## config.mk

```make
export PLATFORM = sky130hd
export DESIGN_NAME = spne_back
export DESIGN_NICKNAME = d
export VERILOG_FILES = /design/src/rtl/core/spne_pkg.sv /design/src/rtl/core/spne_back.sv
export SDC_FILE = /design/constraint.sdc
export NUM_CORES = 1
export LEC_CHECK = 0
export ABC_AREA = 1
export BUFFER_PORTS_ARGS = -buffer_cell sky130_fd_sc_hd__buf_2
export CORE_MARGIN = 4
export CORE_UTILIZATION = 48
export DETAILED_ROUTE_END_ITERATION = 12
export GPL_ROUTABILITY_DRIVEN = 0
export PLACE_DENSITY = 0.76
export SYNTH_ARGS = -nofsm -noshare
export SYNTH_HDL_FRONTEND = slang
export SYNTH_SLANG_ARGS = --single-unit
```

## constraint.sdc

```tcl
create_clock -name i_clk -period 12.7 [get_ports i_clk]
set_input_delay 2.54 -clock i_clk [delete_from_list [all_inputs] [get_ports i_clk]]
set_output_delay 2.54 -clock i_clk [all_outputs]
set_load 0.02 [all_outputs]
```

## src/rtl/core/spne_pkg.sv

```systemverilog
package spne_pkg;

    // block size
    localparam int CHANNELS    = 16;
    localparam int HOLD_DEPTH  = 32;

    // field widths
    localparam int STATUS_W    = 8;
    localparam int DATA_W      = 7;
    localparam int TICK_W      = 32;
    localparam int THR_W       = 7;
    localparam int ENTRY_W     = STATUS_W + 2 * DATA_W;
    localparam int FIELDS_W    = ENTRY_W + TICK_W;
    localparam int TDATA_W     = ((FIELDS_W + 7) / 8) * 8;

    // derived widths
    localparam int CH_W        = (CHANNELS > 1) ? $clog2(CHANNELS) : 1;
    localparam int CNT_W       = $clog2(HOLD_DEPTH + 1);
    localparam int IDX_W       = (HOLD_DEPTH > 1) ? $clog2(HOLD_DEPTH) : 1;
    localparam int STORE_DEPTH = CHANNELS * HOLD_DEPTH;
    localparam int ADDR_W      = (STORE_DEPTH > 1) ? $clog2(STORE_DEPTH) : 1;

    // command queue between front and back
    localparam int QDEPTH      = 4;
    localparam int QPTR_W      = $clog2(QDEPTH);
    localparam int QCNT_W      = $clog2(QDEPTH + 1);
    localparam int PEND_W      = $clog2(QDEPTH + 2);

    // message codes
    localparam logic [3:0] KIND_NOTE_OFF = 4'h8;
    localparam logic [3:0] KIND_NOTE_ON  = 4'h9;
    localparam logic [3:0] KIND_CTRL     = 4'hB;
    localparam logic [3:0] KIND_SYSTEM   = 4'hF;
    localparam logic [DATA_W-1:0] SUSTAIN_CC = 7'd64;
    localparam logic [THR_W-1:0]  THR_RESET  = 7'd64;
    localparam logic [4:0]        CH_LIMIT   = 5'(CHANNELS);

    typedef enum logic {
        CMD_PASS,
        CMD_DRAIN
    } t_cmd_kind;

    typedef struct packed {
        t_cmd_kind             kind;
        logic [STATUS_W-1:0]   status;
        logic [DATA_W-1:0]     data_one;
        logic [DATA_W-1:0]     data_two;
        logic [TICK_W-1:0]     tick;
        logic                  ovf;
        logic [CNT_W-1:0]      count;
        logic [CH_W-1:0]       ch;
    } t_cmd;

    typedef enum logic [1:0] {
        BK_IDLE,
        BK_READ,
        BK_DATA
    } t_back_state;

    // hold store address of one channel's slot
    function automatic logic [ADDR_W-1:0] store_addr(input logic [CH_W-1:0] ch,
                                                     input logic [IDX_W-1:0] idx);
        store_addr = ADDR_W'(ch) * ADDR_W'(HOLD_DEPTH) + ADDR_W'(idx);
    endfunction

endpackage

```

## src/rtl/core/spne_back.sv

```systemverilog
module spne_back (
    input  logic                          i_clk,
    input  logic                          i_rst_n,
    input  logic                          i_q_empty,
    input  spne_pkg::t_cmd                i_q_cmd,
    output logic                          o_q_pop,
    output logic [spne_pkg::ADDR_W-1:0]   o_rd_addr,
    input  logic [spne_pkg::ENTRY_W-1:0]  i_rd_data,
    output logic                          o_drain_done,
    output logic                          o_valid,
    input  logic                          i_ready,
    output logic [spne_pkg::STATUS_W-1:0] o_status,
    output logic [spne_pkg::DATA_W-1:0]   o_data_one,
    output logic [spne_pkg::DATA_W-1:0]   o_data_two,
    output logic [spne_pkg::TICK_W-1:0]   o_tick,
    output logic                          o_ovf,
    output logic                          o_last
);
    import spne_pkg::*;

    t_back_state r_state;
    t_back_state n_state;

    logic [CH_W-1:0]   r_ch;
    logic [CNT_W-1:0]  r_n;
    logic [CNT_W-1:0]  r_idx;
    logic [TICK_W-1:0] r_tick;

    logic                r_ovalid;
    logic [STATUS_W-1:0] r_ostatus;
    logic [DATA_W-1:0]   r_od1;
    logic [DATA_W-1:0]   r_od2;
    logic [TICK_W-1:0]   r_otick;
    logic                r_oovf;
    logic                r_olast;

    logic out_free;
    logic load_pass;
    logic load_ent;
    logic start_drain;
    logic ent_last;

    assign out_free  = !r_ovalid || i_ready;
    assign ent_last  = (CNT_W'(r_idx + 1'b1) == r_n);
    assign o_rd_addr = store_addr(r_ch, r_idx[IDX_W-1:0]);

    // next state and control
    always_comb begin
        n_state      = r_state;
        o_q_pop      = 1'b0;
        load_pass    = 1'b0;
        load_ent     = 1'b0;
        start_drain  = 1'b0;
        o_drain_done = 1'b0;
        unique case (r_state)
            BK_IDLE: begin
                if (!i_q_empty) begin
                    if (i_q_cmd.kind == CMD_DRAIN) begin
                        o_q_pop     = 1'b1;
                        start_drain = 1'b1;
                        n_state     = BK_READ;
                    end else if (out_free) begin
                        o_q_pop   = 1'b1;
                        load_pass = 1'b1;
                    end
                end
            end
            BK_READ: begin
                n_state = BK_DATA;
            end
            BK_DATA: begin
                if (out_free) begin
                    load_ent = 1'b1;
                    if (ent_last) begin
                        o_drain_done = 1'b1;
                        n_state      = BK_IDLE;
                    end else begin
                        n_state = BK_READ;
                    end
                end
            end
            default: begin
                n_state = BK_IDLE;
            end
        endcase
    end

    always_ff @(posedge i_clk) begin
        if (!i_rst_n) begin
            r_state <= BK_IDLE;
        end else begin
            r_state <= n_state;
        end
    end

    // release context
    always_ff @(posedge i_clk) begin
        if (start_drain) begin
            r_ch   <= i_q_cmd.ch;
            r_n    <= i_q_cmd.count;
            r_tick <= i_q_cmd.tick;
            r_idx  <= '0;
        end else if (load_ent && !ent_last) begin
            r_idx <= r_idx + 1'b1;
        end
    end

    // output register
    always_ff @(posedge i_clk) begin
        if (!i_rst_n) begin
            r_ovalid <= 1'b0;
        end else if (load_pass || load_ent) begin
            r_ovalid <= 1'b1;
        end else if (i_ready) begin
            r_ovalid <= 1'b0;
        end
    end

    always_ff @(posedge i_clk) begin
        if (load_pass) begin
            r_ostatus <= i_q_cmd.status;
            r_od1     <= i_q_cmd.data_one;
            r_od2     <= i_q_cmd.data_two;
            r_otick   <= i_q_cmd.tick;
            r_oovf    <= i_q_cmd.ovf;
            r_olast   <= 1'b1;
        end else if (load_ent) begin
            r_ostatus <= i_rd_data[ENTRY_W-1 -: STATUS_W];
            r_od1     <= i_rd_data[2*DATA_W-1 -: DATA_W];
            r_od2     <= i_rd_data[DATA_W-1:0];
            r_otick   <= r_tick;
            r_oovf    <= 1'b0;
            r_olast   <= ent_last;
        end
    end

    assign o_valid    = r_ovalid;
    assign o_status   = r_ostatus;
    assign o_data_one = r_od1;
    assign o_data_two = r_od2;
    assign o_tick     = r_otick;
    assign o_ovf      = r_oovf;
    assign o_last     = r_olast;

endmodule
```

==> results.py, run 1 <==
metrics = {
    "routing": {
        "vias": 3211,
        "drt_pass1_iterations": 4,
        "ant_nets": 0,
        "drc": 0,
        "first_iter_violations": 90,
        "viasPerCell": 4.80,
        "finalWirelength_um": 9030,
        "routedWlPerCell_um": 13.5,
    },
    "worst_setup_path": {
        "worst-path-buf-inv": 5,
        "r2r-end": "o_tick[20]$_DFFE_PP_",
        "cpLargestDelayFamily": "buffers and inverters",
        "critical_path_class": "primary input to primary output",
        "path_max_fanout": 44,
        "r2r_start": "o_valid$_SDFFE_PN0P_",
        "r2r_cells": 8,
        "timing.critical_path.from": "i_q_cmd[65]",
        "cp-start-kind": "primary input",
        "reg2reg_slack_ns": 9.95,
        "crit_path_end_kind": "primary output",
        "cp.arrival_ns": 3.87,
        "required_ns": 10.16,
        "crit_chain": "buf_2, inv_1, nor4_4, buf_4, inv_2, nand2_1, buf_2",
        "slowest_stage": "buf_4",
        "cp_common_cell": "buf_2",
        "critPathMaxStageDelay_ns": 0.53,
    },
    "logic_synthesis": {
        "synthCells": 400,
        "synth-main-ff-cell": "edfxtp_1",
        "netlist_area_um2": 4370,
        "yosys_register_bits": 107,
        "synthArstFlopShare_pct": 0,
        "synthTopCellsByCount": "nand2_1 (199), edfxtp_1 (97), inv_1 (22)",
        "synth_top_area_share_pct": 66.6,
        "ys_seq_area_share_pct": 71.2,
        "yosys.area.top_type": "edfxtp_1",
        "synth_edf_count": 97,
        "synth.area.top_cells": "edfxtp_1 (67%), nand2_1 (17%), dfxtp_1 (4.6%)",
        "yosys.cell_types.count": 23,
        "synthMostInstantiatedCell": "nand2_1",
        "syn_avg_cell_area_um2": 10.9,
        "syn-num-nets": 493,
        "yosysWarnings": 0,
    },
    "global_routing": {
        "grt_pass1_vias": 3009,
        "grtUsageTotal_pct": 16.5,
        "grt_pass1_wl_um": 13600,
        "grt_max_degree": 57,
        "antenna_found_initial": 0,
        "gr-total-overflow": 0,
    },
    "job": {
        "drv_cap": 0,
    },
    "min_path": {
        "holdCritPathClass": "flop to flop",
        "min_to": "o_tick[0]$_DFFE_PP_",
        "hold_path_depth": 2,
        "min-delay-start": "r_tick[0]$_DFFE_PP_",
    },
    "sta": {
        "setup_tns_ns": 0,
        "max_slew_margin_pct": 38.7,
        "period_needed_ns": 6.41,
        "finalHoldViolations": 0,
        "skew_ns": 0.0178,
        "slew_viol_final": 0,
        "rsz0062_at_grt": "no",
        "setup_viol": 0,
        "tightest_slew_ns": 0.920,
        "timing.final.crit_share_pct": 50.5,
        "max_freq_mhz": 156,
    },
    "final_layout": {
        "fin_nets": 649,
        "n_antenna_cell": 0,
        "drive_above_1_share_pct": 34.9,
        "final_area_um2": 5440,
        "n_fill_cell": 751,
        "syn2layout_area_growth_pct": 24.4,
    },
    "clock_tree": {
        "cts_tree": "yes",
        "numCtsBuffers": 9,
        "cts-root-buf": "clkbuf_8",
        "cts_max_level": 3,
        "clk_pin_slew_ns": 0.12,
        "post_cts.repair.setup_buffers": 0,
        "cts_resized": 0,
        "holdBufCountCts": 0,
        "clk_path_buf_depth": 2,
        "worstSkewPairLatency_ns": 0.36,
        "clkSinkCount": 107,
    },
    "power_and_ir_drop": {
        "ir_worst_vdd_uv": 66.9,
        "static-leakage-power_nw": 2.53,
        "power_density_nw_per_um2": 135,
        "fin_total_pwr_mw": 0.737,
    },
    "die": {
        "rows": 34,
        "die_x_um": 103,
        "core-area_um2": 8810,
        "dieArea_um2": 10700,
        "chipHeight_um": 103,
        "io_pins": 160,
        "initial_core_util_pct": 49.6,
    },
    "outcome": {
        "outcome": "finished clean",
    },
    "place": {
        "dp_hpwl_um": 6490,
        "placed_area_um2": 5250,
        "io_buffers": 159,
    },
}
metal layers:
layer	GRT usage (%)	share of wire [%]	vias to the layer above
li1	-	-	1613
met1	19.8	42	1476
met2	29.7	50	118
met3	3.42	7.3	4
met4	4.98	0.53	0
met5	0	0	-
flip-flops by register name, indices dropped and copies added (netlist names):
name / cells
o_data_one: 7
o_data_two: 7
o_last: 1
o_ovf: 1
o_status: 8
o_tick: 32
o_valid: 1
r_ch: 4
r_idx: 6
r_n: 6
r_state: 2
r_tick: 32
power by group:
group | leakage (nW) | total, mW | switching [mW] | internal, mW
combinational | 1.44 | 0.114 | 0.0759 | 0.0382
clock | 0.0980 | 0.198 | 0.121 | 0.0766
sequential | 0.991 | 0.425 | 0.0106 | 0.414
total | 2.53 | 0.737 | 0.208 | 0.529
cell families (layout without fill, tap and decap cells):
family | after synthesis | in the layout | synth area share [%]
AOI/OAI and AO/OA | 10 | 10 | 1.20
DFF | 107 | 107 | 71.2
and+or+nand+nor | 240 | 240 | 22.9
buffers and inverters | 42 | 203 | 4.35
adders and majority gates | 1 | 1 | 0.286
placed cells by master (no fill, tap or decap):
cell | Yosys | final
a21oi_1 | 6 | 6
nor3_4 | 1 | 1
o21bai_1 | 1 | 1
nand3_1 | 12 | 12
inv_6 | 0 | 1
inv_8 | 0 | 2
clkbuf_8 | 0 | 9
nor4_4 | 0 | 1
edfxtp_1 | 97 | 97
clkinv_4 | 0 | 2
nand3b_1 | 1 | 1
clkinv_8 | 0 | 1
nor2_4 | 2 | 3
buf_2 | 11 | 159
buf_4 | 5 | 3
nor2_1 | 12 | 11
nor2_2 | 6 | 6
nand2_2 | 2 | 3
nand3_4 | 1 | 1
o21ai_1 | 3 | 3
clkinv_1 | 0 | 1
dfxtp_1 | 10 | 10
inv_1 | 22 | 22
nand2_1 | 199 | 198
ha_1 | 1 | 1
nand4_1 | 2 | 2
nand2_4 | 1 | 1
inv_2 | 3 | 3
final cells by class:
cell class	count	area, um^2	area share, %
inverters	25	93.8	1.73
well taps	108	135	2.48
clock inverters	7	68.8	1.27
multi-input cells	251	1090	20.0
clock buffers	9	124	2.28
flip-flops and latches	107	3110	57.2
repair buffers	162	818	15.0
metrics by stage:
| stage | hold slack (ns) | setup slack, ns | cells | util, % |
|---|---|---|---|---|
| 6_report | 0.517 | 6.29 | 669 | 61.8 |
| 3_3_place_gp | 0.458 | 6.30 | 653 | 59.6 |
| 4_1_cts | 0.524 | 6.25 | 669 | 61.8 |
| 2_1_floorplan | 0.474 | 4.54 | 400 | - |
| 5_1_grt | 0.543 | 6.16 | 669 | 61.8 |
| 3_5_place_dp | 0.501 | 6.25 | 653 | 59.6 |
worst min-delay path: cells and delay by family (launching register included):
| family | cells | cell delay [ns] |
|---|---|---|
| AND/OR/NAND/NOR | 2 | 0.10 |
| flip-flops | 1 | 0.34 |
worst max path at each step:
stage	slack (ns)	to	cells after the start
after floorplan	4.54	o_q_pop	4
after global placement	6.30	o_q_pop	7
after detailed placement	6.25	o_q_pop	7
after CTS	6.25	o_q_pop	7
after global routing	6.16	o_q_pop	7
final	6.29	o_q_pop	7
(Power assumes the default switching activity.)
==> run 2: changes to the inputs <==
clock period = 6.02 ns   (was 12.7 ns; I/O delays follow)
==> run 2 against run 1 <==
Against the previous run:
- sequential power is 110% higher
- register-to-register slack got worse by 7.4 ns
- combinational power rose by 110%
- cell count unchanged
- final area down 0.18%
- clock power is 110% higher
- worst setup slack worse by 4.3 ns
- non-clock buffer count stayed put
- critical path depth is 2 higher
- highest routed layer unchanged
==> results.py, run 2 (synthesis results as in run 1) <==
metrics = {
    "outcome": {
        "outcome": "finished clean",
    },
    "clock_tree": {
        "worstSkewPairLatency_ns": 0.36,
        "cts_resized": 0,
        "numCtsBuffers": 9,
        "cts_max_level": 3,
        "clk_pin_slew_ns": 0.10,
        "holdBufCountCts": 0,
        "cts-root-buf": "clkbuf_8",
        "clk_path_buf_depth": 2,
        "post_cts.repair.setup_buffers": 0,
        "clkSinkCount": 107,
        "cts_tree": "yes",
    },
    "place": {
        "io_buffers": 159,
        "dp_hpwl_um": 6800,
    },
    "global_routing": {
        "grtUsageTotal_pct": 17.2,
        "grt_max_degree": 57,
        "grt_pass1_vias": 2993,
        "gr-total-overflow": 0,
        "grt_pass1_wl_um": 13900,
        "antenna_found_initial": 0,
    },
    "worst_setup_path": {
        "cp.arrival_ns": 4.16,
        "crit_chain": "buf_2, nor2_2, nor2_1, nand2_1, nor2_4, buf_4, inv_2, nand2_2, buf_4",
        "required_ns": 6.13,
        "critical_path_class": "primary input to flop",
        "path_max_fanout": 56,
        "r2r-end": "o_tick[23]$_DFFE_PP_",
        "critPathMaxStageDelay_ns": 0.82,
        "cp_common_cell": "buf_4",
        "cpLargestDelayFamily": "buffers and inverters",
        "worst-path-buf-inv": 4,
        "r2r_cells": 9,
        "reg2reg_slack_ns": 2.56,
        "slowest_stage": "nand2_2",
        "cp-start-kind": "primary input",
        "r2r_start": "o_valid$_SDFFE_PN0P_",
        "crit_path_end_kind": "flop",
    },
    "die": {
        "core-area_um2": 8810,
        "chipHeight_um": 103,
        "rows": 34,
        "die_x_um": 103,
        "dieArea_um2": 10700,
        "initial_core_util_pct": 49.6,
        "io_pins": 160,
    },
    "sta": {
        "timing.final.crit_share_pct": 67.3,
        "max_slew_margin_pct": 34.2,
        "tightest_slew_ns": 0.984,
        "rsz0062_at_grt": "no",
        "finalHoldViolations": 0,
        "skew_ns": 0.0148,
        "slew_viol_final": 0,
        "setup_tns_ns": 0,
        "setup_viol": 0,
        "period_needed_ns": 4.05,
        "max_freq_mhz": 247,
    },
    "min_path": {
        "min_to": "o_last$_SDFFE_PP1P_",
        "holdCritPathClass": "flop to flop",
        "hold_path_depth": 2,
        "min-delay-start": "o_last$_SDFFE_PP1P_",
    },
    "final_layout": {
        "fin_nets": 649,
        "drive_above_1_share_pct": 34.9,
        "final_cell_mix": "nand2_1 (198), buf_2 (159), edfxtp_1 (97)",
        "layout_commonest_cell": "nand2_1",
        "fin_util_pct": 61.7,
        "syn2layout_area_growth_pct": 24.2,
        "n_antenna_cell": 0,
        "n_fill_cell": 753,
    },
    "routing": {
        "finalWirelength_um": 9280,
        "viasPerCell": 4.77,
        "drt_pass1_iterations": 5,
        "ant_nets": 0,
        "drc": 0,
        "routedWlPerCell_um": 13.9,
        "first_iter_violations": 112,
        "vias": 3188,
    },
    "power_and_ir_drop": {
        "static-leakage-power_nw": 2.52,
        "power_density_nw_per_um2": 285,
        "ir_worst_vdd_uv": 175,
    },
    "job": {
        "drv_cap": 0,
    },
}
-- run 2: through the flow --
step                      setup slack [ns]  cells  instance area [um^2]  power (mW)  hold WS (ns)
after floorplan                      0.534    400                  4370        1.07         0.474
after global placement                1.68    653                  5250        1.15         0.454
after detailed placement              1.56    653                  5250        1.16         0.465
after CTS                             1.94    669                  5430        1.56         0.491
after global routing                  1.71    669                  5430        1.63         0.518
final                                 1.97    669                  5430        1.55         0.483
-- run 2: worst reg2reg max path, cell delays in order, from the launching register on --
cell and delay (ns):
dfxtp_1 0.34, inv_1 0.05, nor2_2 0.20, nor2_1 0.07
nand2_1 0.13, nor2_4 0.03, buf_4 0.29, inv_2 0.78
nand2_2 0.85, buf_4 0.49
-- run 2: worst max-delay path by stage --
stage | from | to | slack, ns | cells past startpoint
2_1_floorplan | i_q_cmd[65] | o_q_pop | 0.53 | 4
3_3_place_gp | i_ready | o_tick[8]$_DFFE_PP_ | 1.68 | 9
3_5_place_dp | i_ready | o_tick[8]$_DFFE_PP_ | 1.56 | 9
4_1_cts | i_ready | o_tick[8]$_DFFE_PP_ | 1.94 | 9
5_1_grt | i_ready | o_tick[24]$_DFFE_PP_ | 1.71 | 9
6_report | i_ready | o_tick[23]$_DFFE_PP_ | 1.97 | 9
-- run 2: routing by layer --
| metal | global-route usage [%] | part of all wire (%) |
|---|---|---|
| met1 | 20.9 | 42 |
| met2 | 30.5 | 49 |
| met3 | 4.16 | 7.7 |
| met4 | 4.48 | 0.93 |
| met5 | 0 | 0 |
-- run 2: layout make-up --
class,count,area (um^2),share of cell area (%)
multi-input cells,251,1090,20.0
flip-flops and latches,107,3110,57.3
clock inverters,6,55.1,1.01
inverters,25,93.8,1.73
well taps,108,135,2.49
repair buffers,162,818,15.1
clock buffers,10,128,2.35
-- run 2: where the power goes --
group | total [mW] | switching (mW) | internal, mW | leakage (nW)
sequential | 0.898 | 0.0235 | 0.874 | 0.991
combinational | 0.243 | 0.162 | 0.0807 | 1.44
clock | 0.407 | 0.248 | 0.160 | 0.0938
==> run 3: changes to the inputs <==
ABC_AREA = 0   (was 1)
CORE_UTILIZATION = 44   (was 48)
PLACE_DENSITY = 0.74   (was 0.76)
clock period = 3.45 ns   (was 6.02 ns; I/O delays follow)
==> run 3 against run 2 <==
Against the previous run:
- non-clock buffer count up 2
- die area up 4.3%
- largest power group unchanged
- cell count down 21%
- global-route usage down 2.4 points
- critical path type is now flop to primary output
==> results.py, run 3 <==
metrics = {
    "outcome": {
        "outcome": "finished clean",
    },
    "logic_synthesis": {
        "netlist_area_um2": 4190,
        "ys_seq_area_share_pct": 74.2,
        "yosysWarnings": 0,
        "synthArstFlopShare_pct": 0,
        "synth_top_area_share_pct": 69.5,
        "synth_edf_count": 97,
        "synthCells": 234,
        "syn-num-nets": 327,
        "synthTopCellsByCount": "edfxtp_1 (97), mux2_2 (54), dfxtp_1 (10)",
        "syn_avg_cell_area_um2": 17.9,
        "synth-main-ff-cell": "edfxtp_1",
        "synth.area.top_cells": "edfxtp_1 (69%), mux2_2 (15%), dfxtp_1 (4.8%)",
        "synthMostInstantiatedCell": "edfxtp_1",
        "yosys.area.top_type": "edfxtp_1",
        "yosys_register_bits": 107,
        "yosys.cell_types.count": 35,
    },
    "sta": {
        "slew_viol_final": 0,
        "period_needed_ns": 2.93,
        "rsz0062_at_grt": "no",
        "max_freq_mhz": 342,
        "timing.final.crit_share_pct": 84.9,
        "max_slew_margin_pct": 64.2,
        "hold_slack_ns": 0.475,
        "tightest_slew_ns": 0.531,
        "finalHoldViolations": 0,
        "setup_tns_ns": 0,
        "skew_ns": 0.00698,
        "setup_viol": 0,
    },
    "worst_setup_path": {
        "cp-start-kind": "flop",
        "cp.arrival_ns": 2.24,
        "path_max_fanout": 6,
        "critical_path_class": "flop to primary output",
        "crit_chain": "ha_1, nor2b_1, o311ai_0, nand3_1, nor2_1, buf_2",
        "slowest_stage": "o311ai_0",
        "crit_path_end_kind": "primary output",
        "required_ns": 2.76,
        "critPathMaxStageDelay_ns": 0.50,
    },
    "power_and_ir_drop": {
        "power_density_nw_per_um2": 484,
        "internal-power_mw": 1.92,
        "fin_total_pwr_mw": 2.57,
        "ir_worst_vdd_uv": 265,
        "static-leakage-power_nw": 2.10,
        "comb_power_share_pct": 13.1,
        "clkPwrFrac_pct": 27.1,
        "sw_frac_of_total_pct": 25.0,
        "pwr-share-seq_pct": 59.8,
        "p_sw_mw": 0.641,
    },
    "routing": {
        "finalWirelength_um": 8210,
        "first_iter_violations": 60,
        "vias": 2546,
        "ant_nets": 0,
        "viasPerCell": 4.81,
        "routedWlPerCell_um": 15.5,
        "drt_pass1_iterations": 4,
        "drc": 0,
    },
    "clock_tree": {
        "numCtsBuffers": 9,
        "cts_tree": "yes",
        "clk_pin_slew_ns": 0.10,
        "cts_max_level": 3,
        "holdBufCountCts": 0,
        "clkSinkCount": 107,
        "worstSkewPairLatency_ns": 0.36,
        "cts-root-buf": "clkbuf_8",
        "post_cts.repair.setup_buffers": 0,
        "clk_path_buf_depth": 2,
        "cts_resized": 0,
    },
    "final_layout": {
        "drive_above_1_share_pct": 59.8,
        "multi_input_area_um2": 990,
        "layout_commonest_cell": "buf_2",
        "fin_util_pct": 57.4,
        "register_area_um2": 3110,
        "n_antenna_cell": 0,
        "final_area_um2": 5300,
        "final_cell_mix": "buf_2 (159), edfxtp_1 (97), mux2_2 (54)",
        "syn2layout_area_growth_pct": 26.5,
        "n_fill_cell": 758,
        "fin_nets": 489,
    },
    "place": {
        "io_buffers": 159,
        "dp_hpwl_um": 6010,
        "placed_area_um2": 5130,
    },
    "die": {
        "initial_core_util_pct": 45.4,
        "rows": 35,
        "io_pins": 160,
        "chipHeight_um": 106,
        "core-area_um2": 9240,
        "die_x_um": 106,
        "dieArea_um2": 11200,
    },
    "global_routing": {
        "grt_pass1_wl_um": 12800,
        "grt_pass1_vias": 2609,
        "grt_max_degree": 52,
        "gr-total-overflow": 0,
        "grtUsageTotal_pct": 14.7,
        "antenna_found_initial": 0,
    },
    "job": {
        "drv_cap": 0,
    },
    "min_path": {
        "holdCritPathClass": "flop to flop",
    },
}
run 3: cell types whose count changed in the layout (fill, tap and decap cells not counted), sizes merged, moves of 4 or more:
cell,delta
nand2,-196
xor2,+4
inv,-21
a21oi,-5
mux2,+54
nor2,-15
nand3,-9
run 3: stage by stage:
step,setup slack (ns),std cells
floorplan,0.241,234
global placement,0.983,514
detailed placement,0.913,514
CTS,0.505,529
global route,0.266,529
finish,0.522,529
run 3: kinds of logic after synthesis:
kind of cell / count (synthesis) / synth area share [%]
muxes: 55 / 14.7
and+or+nand+nor: 28 / 3.64
xor gates and xnor gates: 7 / 1.46
adders and majority gates: 1 / 0.298
buffers and inverters: 18 / 2.36
AOI/OAI and AO/OA: 18 / 3.25
DFF: 107 / 74.2
run 3: path summary, 6_finish.rpt:
path,from,endpoint,slack (ns),depth (start not counted)
setup reg to reg,r_state[0]$_SDFFE_PN0P_,o_tick[9]$_DFFE_PP_,1.33,6
hold / removal,o_last$_SDFFE_PP1P_,o_last$_SDFFE_PP1P_,0.47,1
setup / recovery,r_idx[0]$_SDFFE_PP0P_,o_drain_done,0.52,6
hold reg to reg,o_last$_SDFFE_PP1P_,o_last$_SDFFE_PP1P_,0.47,1
run 3: final cells by class:
type | count | area share, %
inverter | 5 | 0.354
timing repair buffer | 164 | 16.0
sequential | 107 | 58.7
tap | 129 | 3.04
clock buffer | 9 | 2.34
clock inverter | 6 | 0.944
multi-input combinational | 109 | 18.7
run 3: power by group through the flow:
stage	combinational [mW]	clock, mW	sequential, mW
3_5_place_dp	0.342	0	1.57
6_report	0.336	0.695	1.53
2_1_floorplan	0.137	0	1.63
3_3_place_gp	0.336	0	1.56
4_1_cts	0.343	0.722	1.54
5_1_grt	0.366	0.774	1.54
run 3: metal layers:
layer / vias up / track usage (%) / wire length [um]
li1: 1216 / - / -
met1: 1198 / 18.0 / 3310
met2: 118 / 24.0 / 3980
met3: 14 / 5.14 / 753
met4: 0 / 5.83 / 170
met5: - / 0 / 0
run 3: worst max-delay path, delay by kind of cell (launching register included):
family	cells	cell delay (ns)
simple gates	3	0.44
buf+inv	1	0.20
compound gates	1	0.50
fa+ha+maj	1	0.26
flops	1	0.48
